**config.mk**
```make
export PLATFORM = sky130hd
export DESIGN_NAME = button_debounce_click_classifier_flat
export DESIGN_NICKNAME = d
export VERILOG_FILES = /design/src/hdl/bdcc_pkg.sv /design/src/hdl/bdcc_if.sv /design/src/hdl/bdcc_step.sv /design/src/hdl/button_debounce_click_classifier.sv /design/src/flat_wrapper.sv
export VERILOG_INCLUDE_DIRS = /design/src /design/src/hdl
export SDC_FILE = /design/constraint.sdc
export NUM_CORES = 1
export LEC_CHECK = 0
export BUFFER_PORTS_ARGS = -buffer_cell sky130_fd_sc_hd__buf_4
export CAP_MARGIN = 5
export CORE_MARGIN = 4
export CORE_UTILIZATION = 60
export DETAILED_ROUTE_END_ITERATION = 16
export PLACE_DENSITY = 0.79
export RECOVER_POWER = 50
export SLEW_MARGIN = 15
export SYNTH_ARGS = -nofsm -noshare
export SYNTH_HDL_FRONTEND = slang
export SYNTH_SLANG_ARGS = --single-unit
```
**constraint.sdc**
```tcl
create_clock -name clk -period 11.74 [get_ports clk]
set_clock_uncertainty 0.2 [all_clocks]
set_input_delay 1.174 -clock clk [delete_from_list [all_inputs] [get_ports clk]]
set_output_delay 1.174 -clock clk [all_outputs]
set_load 0.02 [all_outputs]
```
**src/hdl/button_debounce_click_classifier_macros.svh**
```systemverilog
// assertion helpers shared by the click classifier rtl
`ifndef BUTTON_DEBOUNCE_CLICK_CLASSIFIER_MACROS_SVH
`define BUTTON_DEBOUNCE_CLICK_CLASSIFIER_MACROS_SVH

// same-cycle implication, checked outside reset
`define BDCC_ASSERT_NOW(label, clk, rst, ante, cons, msg) \
  label: assert property (@(posedge clk) disable iff (rst) (ante) |-> (cons)) \
    else $error(msg);

// next-cycle implication, checked outside reset
`define BDCC_ASSERT_NEXT(label, clk, rst, ante, cons, msg) \
  label: assert property (@(posedge clk) disable iff (rst) (ante) |=> (cons)) \
    else $error(msg);

`endif

```
**src/hdl/bdcc_pkg.sv**
```systemverilog
`timescale 1ns / 1ps
`default_nettype none
// ----------------------------------------------------------------------------
// bdcc_pkg
// Types and constants of the button debounce and click classifier.
// ----------------------------------------------------------------------------
package bdcc_pkg;

  localparam int unsigned STAMP_W = 32;
  localparam int unsigned WIN_W   = 16;
  localparam int unsigned EV_W    = 3;
  localparam int unsigned CNT_W   = 2;
  localparam int unsigned IDX_W   = 2;

  // event codes
  localparam logic [EV_W-1:0] EV_NONE            = 3'd0;
  localparam logic [EV_W-1:0] EV_SINGLE          = 3'd1;
  localparam logic [EV_W-1:0] EV_DOUBLE          = 3'd2;
  localparam logic [EV_W-1:0] EV_TRIPLE_PROGRESS = 3'd3;
  localparam logic [EV_W-1:0] EV_TRIPLE_COMPLETE = 3'd4;

  localparam logic [CNT_W-1:0] TRIPLE_TARGET = 2'd3;

  // register indexes
  localparam logic [IDX_W-1:0] REG_DEBOUNCE_TIME       = 2'd0;
  localparam logic [IDX_W-1:0] REG_DOUBLE_CLICK_WINDOW = 2'd1;
  localparam logic [IDX_W-1:0] REG_TRIPLE_GAP_WINDOW   = 2'd2;

  localparam logic [WIN_W-1:0] DEBOUNCE_RESET = 16'd50;
  localparam logic [WIN_W-1:0] WINDOW_RESET   = 16'd400;

  typedef struct packed {
    logic [WIN_W-1:0] debounce_time;
    logic [WIN_W-1:0] double_click_window;
    logic [WIN_W-1:0] triple_gap_window;
  } cfg_t;

  typedef struct packed {
    logic               prev_level;
    logic [STAMP_W-1:0] change_stamp;
    logic               press_taken;
    logic               click_pending;
    logic [STAMP_W-1:0] first_click_stamp;
    logic [CNT_W-1:0]   triple_count;
    logic [STAMP_W-1:0] triple_stamp;
  } state_t;

endpackage
`default_nettype wire

```
**src/hdl/bdcc_if.sv**
```systemverilog
`timescale 1ns / 1ps
`default_nettype none
// ----------------------------------------------------------------------------
// bdcc channel interfaces
// Valid/ready channels for polls, results and register writes.
// ----------------------------------------------------------------------------
interface bdcc_sample_if import bdcc_pkg::*; ();
  logic               valid;
  logic               ready;
  logic [STAMP_W-1:0] now_ms;
  logic               pin_level;
  logic               triple_mode;

  modport source (output valid, now_ms, pin_level, triple_mode, input ready);
  modport sink   (input valid, now_ms, pin_level, triple_mode, output ready);
endinterface

interface bdcc_result_if import bdcc_pkg::*; ();
  logic             valid;
  logic             ready;
  logic [EV_W-1:0]  event_res;
  logic [CNT_W-1:0] press_count;

  modport source (output valid, event_res, press_count, input ready);
  modport sink   (input valid, event_res, press_count, output ready);
endinterface

interface bdcc_cfg_if import bdcc_pkg::*; ();
  logic             valid;
  logic             ready;
  logic [IDX_W-1:0] index;
  logic [WIN_W-1:0] data;

  modport source (output valid, index, data, input ready);
  modport sink   (input valid, index, data, output ready);
endinterface
`default_nettype wire

```
**src/hdl/bdcc_step.sv**
```systemverilog
`timescale 1ns / 1ps
`default_nettype none
// ----------------------------------------------------------------------------
// bdcc_step
// One poll: debounce, press detection and click classification.
// ----------------------------------------------------------------------------
module bdcc_step import bdcc_pkg::*; (
  input  state_t             st,
  input  cfg_t               regs,
  input  logic [STAMP_W-1:0] now_ms,
  input  logic               pin_level,
  input  logic               triple_mode,
  output state_t             st_next,
  output logic [EV_W-1:0]    event_res,
  output logic [CNT_W-1:0]   press_count
);

  logic               level_change;
  logic [STAMP_W-1:0] held;
  logic [STAMP_W-1:0] since_first;
  logic [STAMP_W-1:0] since_triple;
  logic               low_long;
  logic               pressed;
  logic               first_late;
  logic               gap_over;
  logic [CNT_W-1:0]   count_inc;

  assign level_change = (pin_level != st.prev_level);
  // a level change restarts the hold time at zero
  assign held         = level_change ? '0 : (now_ms - st.change_stamp);
  assign since_first  = now_ms - st.first_click_stamp;
  assign since_triple = now_ms - st.triple_stamp;
  assign low_long     = !pin_level && (held >= {{(STAMP_W-WIN_W){1'b0}}, regs.debounce_time});
  assign pressed      = low_long && !st.press_taken;
  assign first_late   = since_first > {{(STAMP_W-WIN_W){1'b0}}, regs.double_click_window};
  assign gap_over     = since_triple > {{(STAMP_W-WIN_W){1'b0}}, regs.triple_gap_window};
  assign count_inc    = (gap_over ? '0 : st.triple_count) + 2'd1;

  always_comb begin
    st_next              = st;
    st_next.prev_level   = pin_level;
    st_next.change_stamp = level_change ? now_ms : st.change_stamp;
    if (low_long) begin
      st_next.press_taken = 1'b1;
    end else if (pin_level) begin
      st_next.press_taken = 1'b0;
    end
    event_res = EV_NONE;

    if (triple_mode) begin
      st_next.click_pending = 1'b0;
      if (pressed) begin
        st_next.triple_stamp = now_ms;
        if (count_inc == TRIPLE_TARGET) begin
          st_next.triple_count = '0;
          event_res            = EV_TRIPLE_COMPLETE;
        end else begin
          st_next.triple_count = count_inc;
          event_res            = EV_TRIPLE_PROGRESS;
        end
      end
    end else begin
      if (pressed) begin
        if (!st.click_pending) begin
          st_next.click_pending     = 1'b1;
          st_next.first_click_stamp = now_ms;
        end else if (!first_late) begin
          st_next.click_pending = 1'b0;
          event_res             = EV_DOUBLE;
        end else begin
          // late second press: report the old click, keep this one pending
          st_next.first_click_stamp = now_ms;
          event_res                 = EV_SINGLE;
        end
      end else if (st.click_pending && first_late) begin
        st_next.click_pending = 1'b0;
        event_res             = EV_SINGLE;
      end
    end
    press_count = st_next.triple_count;
  end

endmodule
`default_nettype wire

```
**src/hdl/button_debounce_click_classifier.sv**
```systemverilog
`timescale 1ns / 1ps
`default_nettype none
// ----------------------------------------------------------------------------
// button_debounce_click_classifier
// Debounces an active-low button poll stream and classifies clicks.
// ----------------------------------------------------------------------------
// Each accepted poll gives exactly one result. Polls are taken one per
// cycle while input ready is high: a poll lands in an input register,
// then, once the result register is free, the step logic (three 32-bit
// timestamp subtracts and compares) updates the state and fills the
// result register. Input ready drops only while both stages hold data the
// result side has not taken. Register writes are accepted every cycle and
// should be made while no poll is in flight.
module button_debounce_click_classifier import bdcc_pkg::*; (
  input  logic         clk,
  input  logic         rst,
  bdcc_sample_if.sink  sample,
  bdcc_result_if.source result,
  bdcc_cfg_if.sink     cfg
);

`include "button_debounce_click_classifier_macros.svh"

  cfg_t               regs;
  state_t             st;
  state_t             st_next;
  logic               s_valid;
  logic [STAMP_W-1:0] s_now_ms;
  logic               s_pin_level;
  logic               s_triple_mode;
  logic               r_valid;
  logic [EV_W-1:0]    r_event_res;
  logic [CNT_W-1:0]   r_press_count;
  logic [EV_W-1:0]    event_next;
  logic [CNT_W-1:0]   count_next;
  logic               r_free;
  logic               step_fire;

  assign r_free       = !r_valid || result.ready;
  assign step_fire    = s_valid && r_free;
  assign sample.ready = !s_valid || r_free;
  assign cfg.ready    = 1'b1;

  assign result.valid       = r_valid;
  assign result.event_res   = r_event_res;
  assign result.press_count = r_press_count;

  always_ff @(posedge clk) begin
    if (rst) begin
      regs.debounce_time       <= DEBOUNCE_RESET;
      regs.double_click_window <= WINDOW_RESET;
      regs.triple_gap_window   <= WINDOW_RESET;
    end else if (cfg.valid && cfg.ready) begin
      case (cfg.index)
        REG_DEBOUNCE_TIME:       regs.debounce_time       <= cfg.data;
        REG_DOUBLE_CLICK_WINDOW: regs.double_click_window <= cfg.data;
        REG_TRIPLE_GAP_WINDOW:   regs.triple_gap_window   <= cfg.data;
        default: ;
      endcase
    end
  end

  // input stage
  always_ff @(posedge clk) begin
    if (rst) begin
      s_valid <= 1'b0;
    end else if (sample.valid && sample.ready) begin
      s_valid <= 1'b1;
    end else if (step_fire) begin
      s_valid <= 1'b0;
    end
  end

  always_ff @(posedge clk) begin
    if (sample.valid && sample.ready) begin
      s_now_ms      <= sample.now_ms;
      s_pin_level   <= sample.pin_level;
      s_triple_mode <= sample.triple_mode;
    end
  end

  bdcc_step u_step (
    .st          (st),
    .regs        (regs),
    .now_ms      (s_now_ms),
    .pin_level   (s_pin_level),
    .triple_mode (s_triple_mode),
    .st_next     (st_next),
    .event_res   (event_next),
    .press_count (count_next)
  );

  // state and result stage
  always_ff @(posedge clk) begin
    if (rst) begin
      st.prev_level        <= 1'b1;
      st.change_stamp      <= '0;
      st.press_taken       <= 1'b0;
      st.click_pending     <= 1'b0;
      st.first_click_stamp <= '0;
      st.triple_count      <= '0;
      st.triple_stamp      <= '0;
      r_valid              <= 1'b0;
    end else if (step_fire) begin
      st      <= st_next;
      r_valid <= 1'b1;
    end else if (result.ready) begin
      r_valid <= 1'b0;
    end
  end

  always_ff @(posedge clk) begin
    if (step_fire) begin
      r_event_res   <= event_next;
      r_press_count <= count_next;
    end
  end

  `BDCC_ASSERT_NOW(a_count_range, clk, rst, 1'b1, st.triple_count != TRIPLE_TARGET,
    "triple count reached target in state")
  `BDCC_ASSERT_NOW(a_complete_clears, clk, rst,
    r_valid && (r_event_res == EV_TRIPLE_COMPLETE), r_press_count == '0,
    "triple complete with nonzero count")
  `BDCC_ASSERT_NEXT(a_triple_drops_pending, clk, rst, step_fire && s_triple_mode,
    !st.click_pending, "pending click survived a triple-mode poll")
  `BDCC_ASSERT_NEXT(a_double_clears, clk, rst, step_fire && (event_next == EV_DOUBLE),
    !st.click_pending, "pending click left after double click")
  `BDCC_ASSERT_NEXT(a_press_once, clk, rst,
    step_fire && (event_next == EV_TRIPLE_PROGRESS || event_next == EV_TRIPLE_COMPLETE),
    st.press_taken && !st.prev_level, "triple event without a held press")

endmodule
`default_nettype wire
```
**src/flat_wrapper.sv**
```systemverilog
// flat-port wrapper written by rule: the top's interface ports become plain ports
module button_debounce_click_classifier_flat import bdcc_pkg::*;
  (clk, rst, sample_valid, sample_now_ms, sample_pin_level, sample_triple_mode, sample_ready, result_valid, result_event_res, result_press_count, result_ready, cfg_valid, cfg_index, cfg_data, cfg_ready);
  bdcc_sample_if sample_i ();
  bdcc_result_if result_i ();
  bdcc_cfg_if cfg_i ();
  input  logic clk;
  input  logic rst;
  input wire logic [$bits(sample_i.valid)-1:0] sample_valid;
  input wire logic [$bits(sample_i.now_ms)-1:0] sample_now_ms;
  input wire logic [$bits(sample_i.pin_level)-1:0] sample_pin_level;
  input wire logic [$bits(sample_i.triple_mode)-1:0] sample_triple_mode;
  output wire logic [$bits(sample_i.ready)-1:0] sample_ready;
  output wire logic [$bits(result_i.valid)-1:0] result_valid;
  output wire logic [$bits(result_i.event_res)-1:0] result_event_res;
  output wire logic [$bits(result_i.press_count)-1:0] result_press_count;
  input wire logic [$bits(result_i.ready)-1:0] result_ready;
  input wire logic [$bits(cfg_i.valid)-1:0] cfg_valid;
  input wire logic [$bits(cfg_i.index)-1:0] cfg_index;
  input wire logic [$bits(cfg_i.data)-1:0] cfg_data;
  output wire logic [$bits(cfg_i.ready)-1:0] cfg_ready;
  assign sample_i.valid = sample_valid;
  assign sample_i.now_ms = sample_now_ms;
  assign sample_i.pin_level = sample_pin_level;
  assign sample_i.triple_mode = sample_triple_mode;
  assign sample_ready = sample_i.ready;
  assign result_valid = result_i.valid;
  assign result_event_res = result_i.event_res;
  assign result_press_count = result_i.press_count;
  assign result_i.ready = result_ready;
  assign cfg_i.valid = cfg_valid;
  assign cfg_i.index = cfg_index;
  assign cfg_i.data = cfg_data;
  assign cfg_ready = cfg_i.ready;
  button_debounce_click_classifier u_core (.clk(clk), .rst(rst), .sample(sample_i), .result(result_i), .cfg(cfg_i));
endmodule
```
======== Word-level counts from Yosys, hierarchy flattened ========
Index checks and enable logic that the tools add are counted.
W data, S select, Z words.
operators by class
  add/sub/neg operators ................... 4
  $lt $le $gt $ge ......................... 3
  equal/unequal tests ..................... 5
  muxes and demuxes ....................... 24
  bitwise operators ....................... 1
  reduce and logical (&&, ||, !) cells .... 24
operators by type and width
  kind                   count
  $sub A32 B32 Y32       3
  $mux W34               2
  $gt A32 B16 Y1         2
  $mux W32               2
  $mux W33               1
  $ge A32 B16 Y1         1
  $mux W3                5
  $reduce_and A2 Y1      6
  $mux W1                11
  $mux W2                3
  $reduce_bool A2 Y1     3
  $logic_and A1 B1 Y1    5
  $eq A2 B2 Y1 const B   2
  $logic_not A1 Y1       4
  $reduce_and A4 Y1      1
  $reduce_and A3 Y1      1
  $reduce_bool A3 Y1     1
  $add A2 B1 Y2 const B  1
  $eq A2 B1 Y1 const B   1
  $logic_not A2 Y1       1
  $logic_or A1 B1 Y1     2
  $ne A2 B2 Y1 const B   1
  $ne A1 B1 Y1           1
  $not A1 Y1             1
storage, ports and cells
  flip-flop bits (word level) ............. 190
  input port bits ......................... 57
  output and inout port bits .............. 8
  logic and storage cells ................. 78

======== Longest topological paths before layout ========
  word-level depth ........................ 8
  gate-level depth with buffers ........... 26
  mapped depth without buffers ............ 23

======== Modules after synthesis ========
Synthesis repeated with hierarchy kept, for this count alone.
second synthesis, totals
  cell total of the unflattened synthesis .. 1990
  area, all modules ....................... 15761.4 um^2
by module, submodules not included
  module                            instances  cells each  area each (um^2)  sequential area each (um^2)
  bdcc_step                         1          1292        8275.4            0.0
  button_debounce_click_classifier  1          698         7485.9            4194.0

======== Worst setup path after synthesis ========
Ideal clock, no wire load.
  kind .................................... reg2reg
  start ................................... register u_core.s_now_ms[1]
  end ..................................... register u_core.st[35] (netlist name)
  library setup time ...................... 0.120 ns
  arrival time ............................ 4.760 ns
  required time ........................... 11.420 ns
  slack ................................... 6.661 ns
  stages on the path, launching flop included .. 21
  path buffers ............................ 3
  clock period less this slack ............ 5.079 ns
  cell sequence ........................... edfxtp_1 ha_1 nor2b_1 o31a_1 o21ai_1 a211oi_1 o41a_1 xor2_1 ha_1 nand4_1 or4_1 nor2_1 o21ai_1 nor4_1 nand4_1 or4_1 buf_2 o211a_1 buf_6 buf_6 mux2i_1
on the way
  cells in the longest elaborated chain, start to end .. 6
  elaborated cells on any way between the ends .. 11
  those cells by class .................... add/sub: 2; order compare: 2; eq/ne: 1; mux: 3; reduce/logical: 3
RTL lines
  element                      line                                    text
  start: declaration           button_debounce_click_classifier.sv:28  logic [STAMP_W-1:0] s_now_ms;
  start signal: assignment     button_debounce_click_classifier.sv:76  s_now_ms <= sample.now_ms;
  $sub A32 B32 Y32             bdcc_step.sv:30                         assign held = level_change ? '0 : (now_ms - st.change_stamp);
  $mux W32                     bdcc_step.sv:30
  $ge A32 B16 Y1               bdcc_step.sv:33                         assign low_long = !pin_level && (held >= {{(STAMP_W-WIN_W){1'b0}}, regs.debounce_time});
  $logic_and A1 B1 Y1          bdcc_step.sv:33
  $logic_and A1 B1 Y1          bdcc_step.sv:34                         assign pressed = low_long && !st.press_taken;
  $reduce_and A4 Y1 (no line)  n/a
Parallel ways exist; a longest one is shown, timed or not. The select of a mux whose other input is x is not followed.
A chain may end at the register's enable or synchronous reset.

==> flow_summary.rst <==
.. list-table::
   :header-rows: 1

   * - Metric
     - Value
   * - NumNets Final
     - 2,026
   * - Number of levels in the clock H-tree
     - 4
   * - Result of the run
     - finished, violations left
   * - Setup TNS
     - 0 ns
   * - Number of pins with negative max-slew slack in the final report
     - 217
   * - Remaining global-route overflow
     - 0
   * - Post-CTS repair timing setup buffer count
     - 0
   * - Register bit total from synthesis
     - 190
   * - Total number of placement rows
     - 56
   * - Transition time at the pin with the least slew margin
     - 3.98 ns
   * - Highest cell delay on the worst timing path
     - 2.91 ns
   * - Maximum number of pins on one net before global-route repair
     - 100
   * - Pleak
     - 6.05 nW
   * - Routed wire length
     - 36.9 mm
   * - Number of global-route vias before repair
     - 12.1k
   * - Multi-input gate area in the final layout
     - 0.00915 sq mm
   * - Worst Path Required
     - 11.85 ns
   * - Via Count
     - 12.8k
   * - Maximum fanout along the worst path
     - 99
   * - Die area
     - 0.0264 sq mm
   * - Pwr dens
     - 115 mW/mm^2
   * - Crit. End Element
     - flip-flop
   * - Detailed router's first-iteration violation count
     - 944
   * - Failing checks
     - max-capacitance violations, max-slew violations
   * - Clock buffer count from CTS
     - 17
   * - Filler cell count
     - 2,048
   * - Destination of the worst hold path
     - u_core.st[90]
   * - Crit-path cells
     - clkbuf_1 -> clkbuf_1 -> nand2b_1 -> mux2i_1
   * - DR WL met2
     - 16.9 mm
   * - Number of vias per cell
     - 5.93
   * - Global-route wire length before repair
     - 59.7 mm
   * - Yosys warns
     - 0
   * - Area growth from synthesis to final layout
     - 7.79%
   * - Placed instance count
     - 2,125
   * - Startpoint of the lowest-slack hold path
     - u_core.st[90]
   * - Count of unique library cells instantiated by Yosys
     - 82
   * - Routed wire length on met3
     - 1.73 mm
   * - Routability cong.
     - 0.946
   * - Buffer cell driving the clock tree root
     - clkbuf_16
   * - Clock slew seen by the registers of the worst setup and hold paths
     - 0.07 ns
   * - Portion of the post-synthesis area used by sequential elements
     - 0.293
   * - Cell class contributing the biggest share of worst-path delay
     - buffers and inverters
   * - Maximum root-to-sink buffer count
     - 2
   * - Floorplan Core Area
     - 0.0235 sq mm
   * - Period utilization
     - 0.564
   * - Worst IR drop on VDD
     - 0.0000945 V
   * - Clock sink count
     - 190
   * - Number of buffers inserted for hold repair after clock tree synthesis
     - 0
   * - Routed met1 length
     - 17.5 mm
   * - Worst setup path category
     - input pin to flip-flop
   * - Placed wire-length estimate after detailed placement
     - 28.7 mm
   * - Reg area
     - 0.00419 sq mm
   * - Launching element type of the critical path
     - input pin
   * - Setup repair after global routing missed its margin
     - false
   * - Most repeated library cell on the critical path
     - clkbuf_1
   * - Max-slew headroom
     - -1.65
   * - Wire length per cell
     - 17.1 um
   * - Startpoint of the most critical register-to-register path
     - u_core.s_now_ms[0]
   * - Hold violation total from the final report
     - 0
   * - Highest metal layer used by the detailed router
     - met4
   * - Chip Height
     - 162 um
   * - DRC errors left
     - 0
   * - WP buf/inv
     - 2
   * - Pre-Repair DR Iteration Count
     - 7
   * - Number of ports placed on the die boundary
     - 65
   * - Hold/Removal Path Class
     - flip-flop to flip-flop
   * - Max-cap violation count
     - 3
   * - Clock tree from TritonCTS
     - built
   * - Non-filler instance count after layout
     - 2,157
   * - Worst-case reg-to-reg path depth
     - 22
   * - Antenna Cells
     - 0
   * - Clock network latency to the later pin of the worst-skew pair
     - 0.45 ns
   * - Post-route antenna net violation count
     - 0
   * - Initial Util
     - 0.610
   * - Post-synth design cell area
     - 0.0143 sq mm
   * - Fraction of registers with async set/reset
     - 0
   * - Initial antenna violation count
     - 0
   * - Fraction of final layout cells sized beyond drive strength 1
     - 0.0626
   * - Top_reg_cell synth
     - dfxtp_1
   * - Mean instance size in the synthesized netlist
     - 7.87 sq um
   * - Worst hold stages
     - 2
   * - Reg-to-reg setup timing slack
     - 5.68 ns
   * - Synth Instances
     - 1,817
   * - Overall Global Routing Usage
     - 0.277
   * - Post-synth net total
     - 2,018
   * - Max Fclk
     - 151 MHz
   * - Critical path's slowest cell
     - clkbuf_1
   * - Crit path arrival time
     - 6.73 ns
   * - Number of synthesized flops with an enable pin
     - 39
   * - Count of instances resized after the clock tree is built
     - 0
   * - R2r endpoint
     - u_core.result.press_count[0]
   * - Number of buffers inserted by port buffering
     - 63
   * - Period minus WS final
     - 6.62 ns
   * - Final setup viols
     - 0
   * - Die extent in x
     - 162 um
## layout by cell type (no fill, tap or decap), types with 7 or more instances in the layout
cell,count
o21a_1,25
a21oi_1,184
a31oi_1,15
nand2b_1,77
o21ai_0,59
o211ai_1,15
o21bai_1,12
xor2_1,29
nor2b_1,15
mux2i_1,77
a211o_1,18
a21boi_0,8
nor3_1,25
or3_1,8
nand4_1,28
xnor2_1,30
clkbuf_4,33
edfxtp_1,39
nand2_1,250
dfxtp_1,151
nand3_1,23
nor2_1,139
a211oi_1,19
and3_1,10
buf_4,25
clkbuf_1,11
inv_1,166
and2_1,7
ha_1,141
clkbuf_16,18
a21o_1,48
## cell families (layout without fill, tap and decap cells)
group / after synthesis / after routing / synth area share
AO/OA/AOI/OAI: 482 / 482 / 0.218
XOR/XNOR: 59 / 59 / 0.0361
adder cells (fa/ha/maj): 144 / 144 / 0.127
buffers and inverters: 246 / 267 / 0.0686
flip-flops: 190 / 190 / 0.293
multiplexers: 81 / 81 / 0.0570
other: 1 / 1 / 0.000262
AND/OR/NAND/NOR: 614 / 614 / 0.200
## registers in the layout (all words and copies together) (netlist names)
name,cells
u_core.s_pin_level,1
u_core.s_now_ms,32
u_core.s_triple_mode,1
u_core.st,101
u_core.result.valid,1
u_core.regs,48
u_core.s_valid,1
u_core.result.press_count,2
u_core.result.event_res,3
## worst min-delay path: stages, from the launching register on
cell and delay, ns:
dfxtp_1 0.31, nand2_1 0.05, a21oi_1 0.05
## layout make-up
type / count / area share
timing repair buffer: 69 / 0.0309
tap: 319 / 0.0259
clock inverter: 13 / 0.00763
inverter: 166 / 0.0404
multi-input combinational: 1381 / 0.593
sequential: 190 / 0.272
clock buffer: 19 / 0.0301
## where the power goes
part / internal, mW / switching, mW
clock: 0.297 / 0.274
sequential: 0.693 / 0.0275
combinational: 0.191 / 0.284
total: 1.18 / 0.586
## stage by stage
stage	hold WS [ns]	instance area (sq um)	util	power, mW	setup slack, ns
after floorplan	0.234	14300	-	1.07	6.66
after global placement	0.242	14900	0.634	1.19	5.99
after detailed placement	0.246	14900	0.634	1.20	5.86
after CTS	0.257	15500	0.659	1.77	5.78
after global routing	0.271	15400	0.657	1.86	4.50
final	0.255	15400	0.657	1.77	5.12
## cell usage after synthesis, drive strengths merged, types with 5 or more instances
library cell | instances | share of area
a2111oi | 8 | 0.0054
a211o | 18 | 0.011
a211oi | 22 | 0.013
a21boi | 9 | 0.0047
a21o | 48 | 0.025
a21oi | 185 | 0.065
a221oi | 5 | 0.0035
a31oi | 15 | 0.0066
and2 | 9 | 0.0039
and3 | 11 | 0.0049
buf | 21 | 0.0096
clkbuf | 59 | 0.015
dfxtp | 151 | 0.21
edfxtp | 39 | 0.082
ha | 141 | 0.12
inv | 166 | 0.044
mux2i | 77 | 0.054
nand2 | 250 | 0.066
nand2b | 77 | 0.034
nand3 | 23 | 0.0080
nand4 | 28 | 0.012
nor2 | 139 | 0.036
nor2b | 15 | 0.0066
nor3 | 25 | 0.0087
nor4 | 6 | 0.0026
o2111ai | 5 | 0.0031
o211ai | 15 | 0.0079
o21a | 25 | 0.013
o21ai | 67 | 0.024
o21bai | 12 | 0.0063
o22ai | 6 | 0.0026
o31ai | 6 | 0.0031
or2 | 5 | 0.0022
or3 | 8 | 0.0035
xnor2 | 30 | 0.018
xor2 | 29 | 0.018
## layer usage
metal | vias to the layer above | track usage
met5 | - | 0
met2 | 330 | 0.450
met1 | 6046 | 0.390
li1 | 6361 | -
met3 | 51 | 0.0367
met4 | 0 | 0.0769
## worst max path at each step
stage                                   from                            to  slack (ns)  cells past startpoint
after floorplan           u_core.s_now_ms[1]                 u_core.st[35]        6.66                     20
after global placement    u_core.s_now_ms[1]                 u_core.st[36]        5.99                     18
after detailed placement  u_core.s_now_ms[0]  u_core.result.press_count[0]        5.86                     22
after CTS                 u_core.s_now_ms[0]  u_core.result.press_count[0]        5.78                     22
after global routing                     rst                 u_core.st[13]        4.50                      3
final                                    rst                 u_core.st[34]        5.12                      4
No activity file was read; power rests on OpenSTA's default activity.
